--- config.mk ---
export PLATFORM = sky130hd
export DESIGN_NAME = websocket_frame_deframer
export DESIGN_NICKNAME = d
export VERILOG_FILES = /design/src/rtl/wsd_pkg.sv /design/src/rtl/websocket_frame_deframer.sv /design/src/rtl/wsd_parser.sv
export SDC_FILE = /design/constraint.sdc
export NUM_CORES = 1
export LEC_CHECK = 0
export BUFFER_PORTS_ARGS = -buffer_cell sky130_fd_sc_hd__buf_2
export CAP_MARGIN = 30
export CELL_PAD_IN_SITES_DETAIL_PLACEMENT = 2
export CELL_PAD_IN_SITES_GLOBAL_PLACEMENT = 2
export CORE_MARGIN = 1.5
export CORE_UTILIZATION = 37
export DETAILED_ROUTE_END_ITERATION = 7
export PLACE_DENSITY = 0.8
export SLEW_MARGIN = 20
export SYNTH_ARGS = -nofsm -noshare
export SYNTH_HDL_FRONTEND = slang
export SYNTH_HIERARCHICAL = 1
export SYNTH_SLANG_ARGS = --single-unit
--- constraint.sdc ---
create_clock -name i_clk -period 6.6 [get_ports i_clk]
set_input_delay 0 -clock i_clk [delete_from_list [all_inputs] [get_ports i_clk]]
set_output_delay 0 -clock i_clk [all_outputs]
set_load 0.05 [all_outputs]
--- src/rtl/wsd_pkg.sv ---
`default_nettype none

package wsd_pkg;

    localparam int CAPACITY_BITS = 20;
    localparam int CAP_W         = CAPACITY_BITS + 1;
    localparam int OFFSET_W      = CAPACITY_BITS;
    localparam int REM_W         = 64;

    localparam logic [CAP_W-1:0] CAP_MAX = CAP_W'(1) << CAPACITY_BITS;

    localparam logic [3:0] OP_CONT  = 4'h0;
    localparam logic [3:0] OP_TEXT  = 4'h1;
    localparam logic [3:0] OP_CLOSE = 4'h8;

    localparam logic [6:0] LEN_EXT16 = 7'd126;
    localparam logic [6:0] LEN_EXT64 = 7'd127;

    localparam logic [3:0] LEN_BYTES_16 = 4'd2;
    localparam logic [3:0] LEN_BYTES_64 = 4'd8;
    localparam logic [3:0] MASK_BYTES   = 4'd4;

    typedef enum logic [2:0] {
        PH_HDR0,
        PH_HDR1,
        PH_EXT,
        PH_MASK,
        PH_DATA,
        PH_CLOSED
    } t_phase;

    typedef struct packed {
        logic                payload_valid;
        logic [7:0]          payload_byte;
        logic [OFFSET_W-1:0] payload_offset;
        logic                message_done;
        logic [CAP_W-1:0]    message_length;
        logic                connection_closed;
    } t_result;

endpackage

`default_nettype wire

--- src/rtl/websocket_frame_deframer.sv ---
// WebSocket receive deframer.
// Input channel: one received byte per beat (i_valid / o_ready, i_rx_byte).
// Output channel: one result beat (o_valid / i_ready) per kept payload byte,
// per completed message, or per close; a payload byte and a message completion
// that fall on the same input byte share one beat.
// Config channel: i_cfg_valid / o_cfg_ready carries buffer_capacity; it is
// always ready and must only be written while no bytes are in flight.
// The accepting edge loads the input register; the result register takes the
// parser's result when the output is free.
// Throughput: one byte per cycle while the receiver does not stall; each byte
// is a single small state update in the parser between the input register and
// the result register.
// When the receiver stalls, the result register holds its beat and the input
// register still takes one more byte; further input is then held off.
// Bytes that produce no result (headers, dropped frames) pass without
// occupying the output.
// Reset (synchronous, active low) returns to expecting a frame header, clears
// the message fill and the closed condition, and sets the capacity to 2^20.
// After a close frame all further bytes are accepted and ignored until reset.
`default_nettype none

module websocket_frame_deframer (
    input  wire logic                              i_clk,
    input  wire logic                              i_rst_n,
    input  wire logic                              i_valid,
    output logic                                   o_ready,
    input  wire logic [7:0]                        i_rx_byte,
    input  wire logic                              i_cfg_valid,
    output logic                                   o_cfg_ready,
    input  wire logic [wsd_pkg::CAP_W-1:0]         i_cfg_buffer_capacity,
    output logic                                   o_valid,
    input  wire logic                              i_ready,
    output logic                                   o_payload_valid,
    output logic [7:0]                             o_payload_byte,
    output logic [wsd_pkg::OFFSET_W-1:0]           o_payload_offset,
    output logic                                   o_message_done,
    output logic [wsd_pkg::CAP_W-1:0]              o_message_length,
    output logic                                   o_connection_closed
);

    logic                        r_in_valid;
    logic [7:0]                  r_in_byte;
    logic [wsd_pkg::CAP_W-1:0]   r_capacity;
    logic                        r_out_valid;
    wsd_pkg::t_result            r_out;
    wsd_pkg::t_result            step_result;
    logic                        step_emit;
    logic                        out_free;
    logic                        consume;

    assign out_free    = !r_out_valid || i_ready;
    assign consume     = r_in_valid && out_free;
    assign o_ready     = !r_in_valid || consume;
    assign o_cfg_ready = 1'b1;

    wsd_parser u_parser (
        .i_clk      (i_clk),
        .i_rst_n    (i_rst_n),
        .i_step     (consume),
        .i_byte     (r_in_byte),
        .i_capacity (r_capacity),
        .o_result   (step_result),
        .o_emit     (step_emit)
    );

    always_ff @(posedge i_clk) begin
        if (!i_rst_n) begin
            r_in_valid  <= 1'b0;
            r_out_valid <= 1'b0;
            r_capacity  <= wsd_pkg::CAP_MAX;
        end else begin
            if (o_ready) begin
                r_in_valid <= i_valid;
            end
            if (out_free) begin
                r_out_valid <= consume && step_emit;
            end
            if (i_cfg_valid) begin
                r_capacity <= i_cfg_buffer_capacity;
            end
        end
    end

    always_ff @(posedge i_clk) begin
        if (o_ready && i_valid) begin
            r_in_byte <= i_rx_byte;
        end
        if (out_free) begin
            r_out <= step_result;
        end
    end

    assign o_valid             = r_out_valid;
    assign o_payload_valid     = r_out.payload_valid;
    assign o_payload_byte      = r_out.payload_byte;
    assign o_payload_offset    = r_out.payload_offset;
    assign o_message_done      = r_out.message_done;
    assign o_message_length    = r_out.message_length;
    assign o_connection_closed = r_out.connection_closed;

    a_hold_on_stall: assert property (@(posedge i_clk) disable iff (!i_rst_n)
        r_out_valid && !i_ready |=> r_out_valid && $stable(r_out))
        else $error("result beat lost under stall");

    a_no_take_when_full: assert property (@(posedge i_clk) disable iff (!i_rst_n)
        r_in_valid && r_out_valid && !i_ready |-> !o_ready)
        else $error("input accepted with both stages full");

    a_empty_result: assert property (@(posedge i_clk) disable iff (!i_rst_n)
        r_out_valid |-> r_out.payload_valid || r_out.message_done
                        || r_out.connection_closed)
        else $error("result beat with nothing in it");

endmodule

`default_nettype wire

--- src/rtl/wsd_parser.sv ---
`default_nettype none

module wsd_parser (
    input  wire logic                          i_clk,
    input  wire logic                          i_rst_n,
    input  wire logic                          i_step,
    input  wire logic [7:0]                    i_byte,
    input  wire logic [wsd_pkg::CAP_W-1:0]     i_capacity,
    output wsd_pkg::t_result                   o_result,
    output logic                               o_emit
);

    wsd_pkg::t_phase r_phase, n_phase, hc_target;

    logic                        r_final, n_final;
    logic [3:0]                  r_opcode, n_opcode;
    logic                        r_masked, n_masked;
    logic [3:0]                  r_left, n_left;
    logic [wsd_pkg::REM_W-1:0]   r_rem, n_rem;
    logic [31:0]                 r_key, n_key;
    logic [1:0]                  r_pos, n_pos;
    logic                        r_keep, n_keep;
    logic [wsd_pkg::CAP_W-1:0]   r_fill, n_fill;

    logic [6:0]                  len7;
    logic                        ext_len;
    logic [wsd_pkg::REM_W-1:0]   rem_next;
    logic                        rem_next_zero;
    logic                        hc;
    logic                        is_close;
    logic                        data_op;
    logic [wsd_pkg::CAP_W-1:0]   cap_eff;
    logic [wsd_pkg::CAP_W-1:0]   room;
    logic                        fits;
    logic                        keep_new;
    logic [wsd_pkg::CAP_W-1:0]   fill_hdr;
    logic [wsd_pkg::CAP_W-1:0]   fill_inc;
    logic                        data_last;
    logic [7:0]                  key_byte;

    assign len7      = i_byte[6:0];
    assign ext_len   = (len7 == wsd_pkg::LEN_EXT16) || (len7 == wsd_pkg::LEN_EXT64);
    assign is_close  = (r_opcode == wsd_pkg::OP_CLOSE);
    assign data_op   = (r_opcode == wsd_pkg::OP_CONT) || (r_opcode == wsd_pkg::OP_TEXT);
    assign cap_eff   = (i_capacity > wsd_pkg::CAP_MAX) ? wsd_pkg::CAP_MAX : i_capacity;
    assign room      = cap_eff - r_fill;
    assign fits      = (r_fill <= cap_eff)
                     && (rem_next[wsd_pkg::REM_W-1:wsd_pkg::CAP_W] == '0)
                     && (rem_next[wsd_pkg::CAP_W-1:0] <= room);
    assign keep_new  = data_op && fits;
    assign fill_hdr  = keep_new ? r_fill : '0;
    assign rem_next_zero = (rem_next == '0);
    assign fill_inc  = r_fill + wsd_pkg::CAP_W'(1);
    assign data_last = (r_rem == wsd_pkg::REM_W'(1));
    assign key_byte  = r_key[{~r_pos, 3'b000} +: 8];
    assign hc_target = is_close ? wsd_pkg::PH_CLOSED
                     : (rem_next_zero ? wsd_pkg::PH_HDR0 : wsd_pkg::PH_DATA);

    always_comb begin
        rem_next = r_rem;
        hc       = 1'b0;
        unique case (r_phase)
            wsd_pkg::PH_HDR1: begin
                rem_next = ext_len ? '0 : wsd_pkg::REM_W'(len7);
                hc       = !ext_len && !i_byte[7];
            end
            wsd_pkg::PH_EXT: begin
                rem_next = {r_rem[wsd_pkg::REM_W-9:0], i_byte};
                hc       = (r_left == 4'd1) && !r_masked;
            end
            wsd_pkg::PH_MASK: begin
                hc       = (r_left == 4'd1);
            end
            wsd_pkg::PH_DATA: begin
                rem_next = r_rem - wsd_pkg::REM_W'(1);
            end
            default: begin
                rem_next = r_rem;
            end
        endcase
    end

    // next state
    always_comb begin
        n_phase = r_phase;
        if (i_step) begin
            unique case (r_phase)
                wsd_pkg::PH_HDR0: n_phase = wsd_pkg::PH_HDR1;
                wsd_pkg::PH_HDR1: begin
                    if (ext_len)        n_phase = wsd_pkg::PH_EXT;
                    else if (i_byte[7]) n_phase = wsd_pkg::PH_MASK;
                    else                n_phase = hc_target;
                end
                wsd_pkg::PH_EXT: begin
                    if (r_left == 4'd1) n_phase = r_masked ? wsd_pkg::PH_MASK : hc_target;
                end
                wsd_pkg::PH_MASK: begin
                    if (r_left == 4'd1) n_phase = hc_target;
                end
                wsd_pkg::PH_DATA: begin
                    if (data_last) n_phase = wsd_pkg::PH_HDR0;
                end
                wsd_pkg::PH_CLOSED: n_phase = wsd_pkg::PH_CLOSED;
                default:            n_phase = wsd_pkg::PH_HDR0;
            endcase
        end
    end

    // datapath and result
    always_comb begin
        n_final  = r_final;
        n_opcode = r_opcode;
        n_masked = r_masked;
        n_left   = r_left;
        n_rem    = r_rem;
        n_key    = r_key;
        n_pos    = r_pos;
        n_keep   = r_keep;
        n_fill   = r_fill;
        o_result = '0;
        o_emit   = 1'b0;
        if (i_step) begin
            unique case (r_phase)
                wsd_pkg::PH_HDR0: begin
                    n_final  = i_byte[7];
                    n_opcode = i_byte[3:0];
                end
                wsd_pkg::PH_HDR1: begin
                    n_masked = i_byte[7];
                    n_key    = '0;
                    n_pos    = '0;
                    n_rem    = rem_next;
                    if (ext_len) begin
                        n_left = (len7 == wsd_pkg::LEN_EXT16) ? wsd_pkg::LEN_BYTES_16
                                                              : wsd_pkg::LEN_BYTES_64;
                    end else if (i_byte[7]) begin
                        n_left = wsd_pkg::MASK_BYTES;
                    end
                end
                wsd_pkg::PH_EXT: begin
                    n_rem  = rem_next;
                    n_left = r_left - 4'd1;
                    if (r_left == 4'd1 && r_masked) begin
                        n_left = wsd_pkg::MASK_BYTES;
                    end
                end
                wsd_pkg::PH_MASK: begin
                    n_key  = {r_key[23:0], i_byte};
                    n_left = r_left - 4'd1;
                end
                wsd_pkg::PH_DATA: begin
                    n_rem = rem_next;
                    n_pos = r_pos + 2'd1;
                    if (r_keep) begin
                        o_result.payload_valid  = 1'b1;
                        o_result.payload_byte   = i_byte ^ key_byte;
                        o_result.payload_offset = r_fill[wsd_pkg::OFFSET_W-1:0];
                        n_fill                  = fill_inc;
                        o_emit                  = 1'b1;
                    end
                    if (data_last && r_final) begin
                        o_result.message_done   = 1'b1;
                        o_result.message_length = r_keep ? fill_inc : r_fill;
                        n_fill                  = '0;
                        o_emit                  = 1'b1;
                    end
                end
                default: begin
                    n_fill = r_fill;
                end
            endcase

            // header complete
            if (hc) begin
                if (is_close) begin
                    o_result.connection_closed = 1'b1;
                    o_emit                     = 1'b1;
                end else begin
                    n_keep = keep_new;
                    n_fill = fill_hdr;
                    n_pos  = '0;
                    if (rem_next_zero && r_final) begin
                        o_result.message_done   = 1'b1;
                        o_result.message_length = fill_hdr;
                        n_fill                  = '0;
                        o_emit                  = 1'b1;
                    end
                end
            end
        end
    end

    always_ff @(posedge i_clk) begin
        if (!i_rst_n) begin
            r_phase  <= wsd_pkg::PH_HDR0;
            r_final  <= 1'b0;
            r_opcode <= '0;
            r_masked <= 1'b0;
            r_left   <= '0;
            r_rem    <= '0;
            r_key    <= '0;
            r_pos    <= '0;
            r_keep   <= 1'b0;
            r_fill   <= '0;
        end else begin
            r_phase  <= n_phase;
            r_final  <= n_final;
            r_opcode <= n_opcode;
            r_masked <= n_masked;
            r_left   <= n_left;
            r_rem    <= n_rem;
            r_key    <= n_key;
            r_pos    <= n_pos;
            r_keep   <= n_keep;
            r_fill   <= n_fill;
        end
    end

    a_closed_silent: assert property (@(posedge i_clk) disable iff (!i_rst_n)
        r_phase == wsd_pkg::PH_CLOSED |-> !o_emit)
        else $error("result produced after close");

    a_fill_bound: assert property (@(posedge i_clk) disable iff (!i_rst_n)
        r_fill <= wsd_pkg::CAP_MAX)
        else $error("message fill beyond capacity");

    a_payload_in_data: assert property (@(posedge i_clk) disable iff (!i_rst_n)
        o_result.payload_valid |-> (r_phase == wsd_pkg::PH_DATA) && r_keep)
        else $error("payload byte outside a kept frame");

    a_close_alone: assert property (@(posedge i_clk) disable iff (!i_rst_n)
        o_result.connection_closed |=> r_phase == wsd_pkg::PH_CLOSED)
        else $error("close reported without entering closed phase");

endmodule

`default_nettype wire

==> summary.md <==
| Metric | Value |
|---|---|
| Total Routing Usage GR | 0.3332 |
| Die area | ~40000 sq um |
| Syn Nets | roughly 1900 |
| Seq cells post-synth | 216 |
| Max Cap Viol | 0 |
| Total Neg Setup Slack | 0 ns |
| Syn avg cell area | roughly 7.8 sq um |
| Count of final hold-check violations | 0 |
| Htree depth | 1 |
| Pin count of the biggest net entering global routing | 58 |
| Chip height | around 200 microns |
| Iter 0 DRT Violations | 1251 |
| Num CTS Buffers | 27 |
| Setup crit end kind | register |
| Initial DRT Pass Iterations | 6 |
| Clock root cell | clkbuf_16 |
| Outcome | finished clean |
| Setup repair bufs after CTS | 0 |
| # port buffers | 87 |
| Area of the core | approximately 38000 sq um |
| PwrDens | 246.8 nW/um^2 |
| Synthesized area | roughly 14000 sq um |
| Pre-CTS setup slack | approximately 0.60 ns |
| Critical path class | register to register |
| Post-synth ARST share | 0 |
| First-pass GRT wire length | roughly 100000 microns |
| Fin crit share | 0.9630 |
| Std cell rows | 71 |
| Clk_lat worst skew | 0.59 ns |
| GPL Wtd Cong | ~0.94 |
| Number of synthesized flops with an enable pin | 60 |
| Count of unique library cells instantiated by Yosys | just over 80 |
| Final setup margin | 0.2443 ns |
| CTS sink cnt | roughly 220 |
| Worst hold slack | about 0.064 ns |
| CP Max Fanout | 19 |
| Worst slew margin | 0.3386 |
| Vias in the first global route | 16500 |
| Area Overhead vs Synth | 14.30% |
| Mapped Cells | about 1800 |
| Die X | between 150 and 200 microns |
| Vias/cell | 6.342 |
| DRC | 0 |
| Routed Antenna Nets | 0 |
| Routed vias | 15320 |
| Clock Path Buffers | 3 |
| Grt total ovfl | 0 |
| Nets@finish | between 1500 and 2000 |
| Final WL | about 67000 microns |
| Tightest Pin Transition | ~1 ns |
| CTS tree | done |
| Initial Util | 0.3769 |
| Main synth FF type | dfxtp_1 |
| Worst Hold Class | input pin to register |
| Final min period | 6.356 ns |
| CP Data Required Time | roughly 7.0 ns |
| Final setup violating endpoints | 0 |
| Skew final | around 0.017 ns |
| Non-filler cells, final | between 2000 and 2500 |
| Syn. warnings | 6 |
| Per-cell routed wire length | 27.56 microns |
| Max rail drop VDD | 0.0001850 V |
| Placed cell count | about 2300 |
| Antenna diodes | 0 |
| Fmax | between 150 and 200 MHz |
| Leak | 6.193 nW |
| Initial antenna violation count | 2 |
| Fin. max-slew vios | 0 |
| Reg clk slew, reported paths | 0.06 ns |
| Setup crit start kind | register |
| Detailed Place HPWL | 42280 microns |
| Critical Path AT | a little under 7 ns |
| Share of cells above drive strength 1 | 0.1270 |
| I/O Pins | 89 |
| Reg-to-reg slack, setup | 0.24 ns |
| Post-synthesis sequential area ratio | 0.3453 |
-- area by class of cell --
cell class	instances	area [sq um]
Multi-Input combinational cell	1407	8506
Clock inverter	16	120.1
Timing Repair Buffer	175	1194
Sequential cell	216	4927
Tap cell	511	639.4
Clock buffer	34	701.9
Inverter	57	215.2
Fill cell	4286	21540
-- stage by stage --
step	total power, mW	cell area [sq um]	utilization
floorplan	2.126	14260	-
global route	4.158	16300	0.4308
global placement	2.455	15120	0.3994
CTS	3.964	16280	0.4301
finish	4.024	16300	0.4308
detailed placement	2.497	15140	0.4000
-- layer usage --
| layer | up-vias | wire length, microns | GRT usage |
|---|---|---|---|
| met1 | 7738 | 27550 | 0.4196 |
| met2 | 581 | 31400 | 0.5459 |
| met5 | - | 13 | 0 |
| met4 | 2 | 3507 | 0.1699 |
| li1 | 6776 | - | - |
| met3 | 225 | 4110 | 0.05941 |
-- path summary, 6_finish.rpt --
check | from | end | depth (start not counted)
max | r_capacity[11]$_SDFFE_PN0P_ | o_message_length[10]$_DFFE_PP_ | 27
min reg2reg | u_parser/r_key[25]$_SDFFE_PN0P_ | u_parser/r_key[25]$_SDFFE_PN0P_ | 2
max reg2reg | r_capacity[11]$_SDFFE_PN0P_ | o_message_length[10]$_DFFE_PP_ | 27
min | i_rst_n | r_capacity[19]$_SDFFE_PN0P_ | 3
-- where the power goes --
| part | leakage [nW] | switching (mW) | internal (mW) | total, mW |
|---|---|---|---|---|
| Sequential | 1.98 | 0.0634 | 1.38 | 1.45 |
| Combinational | 3.80 | 0.727 | 0.386 | 1.11 |
| Clock | 0.404 | 0.669 | 0.795 | 1.46 |
-- kinds of logic (layout without fill, tap and decap cells) --
group,count (synthesis),count (layout),synth area share
XOR/XNOR,51,51,0.03132
other,1,1,0.0002629
flip-flops,216,216,0.3453
AND/OR/NAND/NOR,759,759,0.2625
buffers and inverters,208,282,0.06149
AO/OA/AOI/OAI,509,509,0.2215
adder cells (fa/ha/maj),49,49,0.04351
multiplexers,38,38,0.03421
-- synth_stat cells (all sizes together), types with 35 or more instances --
cell type  instances  area [sq um]
a21oi            166         830.8
clkbuf           121         454.2
dfxtp            156          3123
edfxtp            60          1802
ha                48         600.6
inv               56         210.2
nand2            185         694.4
nand3             88         450.4
nor2             201         754.5
nor2b             35         219.0
nor3              71         365.3
nor4              50         364.1
o21ai            145         763.2
-- registers in the layout, summed over array words and instances, names as in the netlist, 2 cells and up --
| signal | cells |
|---|---|
| u_parser/r_rem | 64 |
| r_in_byte | 8 |
| o_message_length | 21 |
| u_parser/r_fill | 21 |
| u_parser/r_key | 32 |
| o_payload_offset | 20 |
| o_payload_byte | 8 |
| u_parser/r_pos | 2 |
| u_parser/r_opcode | 4 |
| r_capacity | 21 |
| u_parser/r_phase | 3 |
| u_parser/r_left | 4 |
-- timing repair --
action / in CTS / in global routing
hold endpoints to repair: 33 / 0
resized for setup: 0 / 5
hold buffers: 32 / 0
endpoints found under the setup margin: 0 / 42
-- cells in the final DEF (no fill, tap or decap), drive strengths merged, types with 21 or more instances in the layout --
cell,count
a211oi,24
a21oi,166
and2,23
buf,143
clkbuf,34
dfxtp,156
dlygate4sd3,32
edfxtp,60
ha,48
inv,56
mux2i,24
nand2,185
nand3,88
nand4,26
nor2,201
nor2b,35
nor3,71
nor4,50
o21ai,145
o31ai,25
xnor2,30
xor2,21
-- critical path: stages (launching register included) --
cell,delay [ns]
dfxtp_1,0.33
nor4_1,0.39
nand3_1,0.13
o21ai_0,0.21
buf_4,0.21
and2_1,0.17
ha_1,0.31
a21oi_1,0.22
o21ai_0,0.18
or3_1,0.36
a211oi_1,0.29
or3_1,0.18
a21oi_1,0.08
nor2_1,0.17
o21bai_1,0.08
a21oi_1,0.21
xor2_1,0.10
ha_1,0.31
nand2_1,0.12
nor4_2,0.40
and4b_1,0.28
a21oi_1,0.07
a311oi_2,0.34
and2_1,0.25
and3b_1,0.19
buf_4,0.32
o21ai_0,0.14
o31ai_1,0.09
Note: power is estimated with default switching activity, not from simulation.
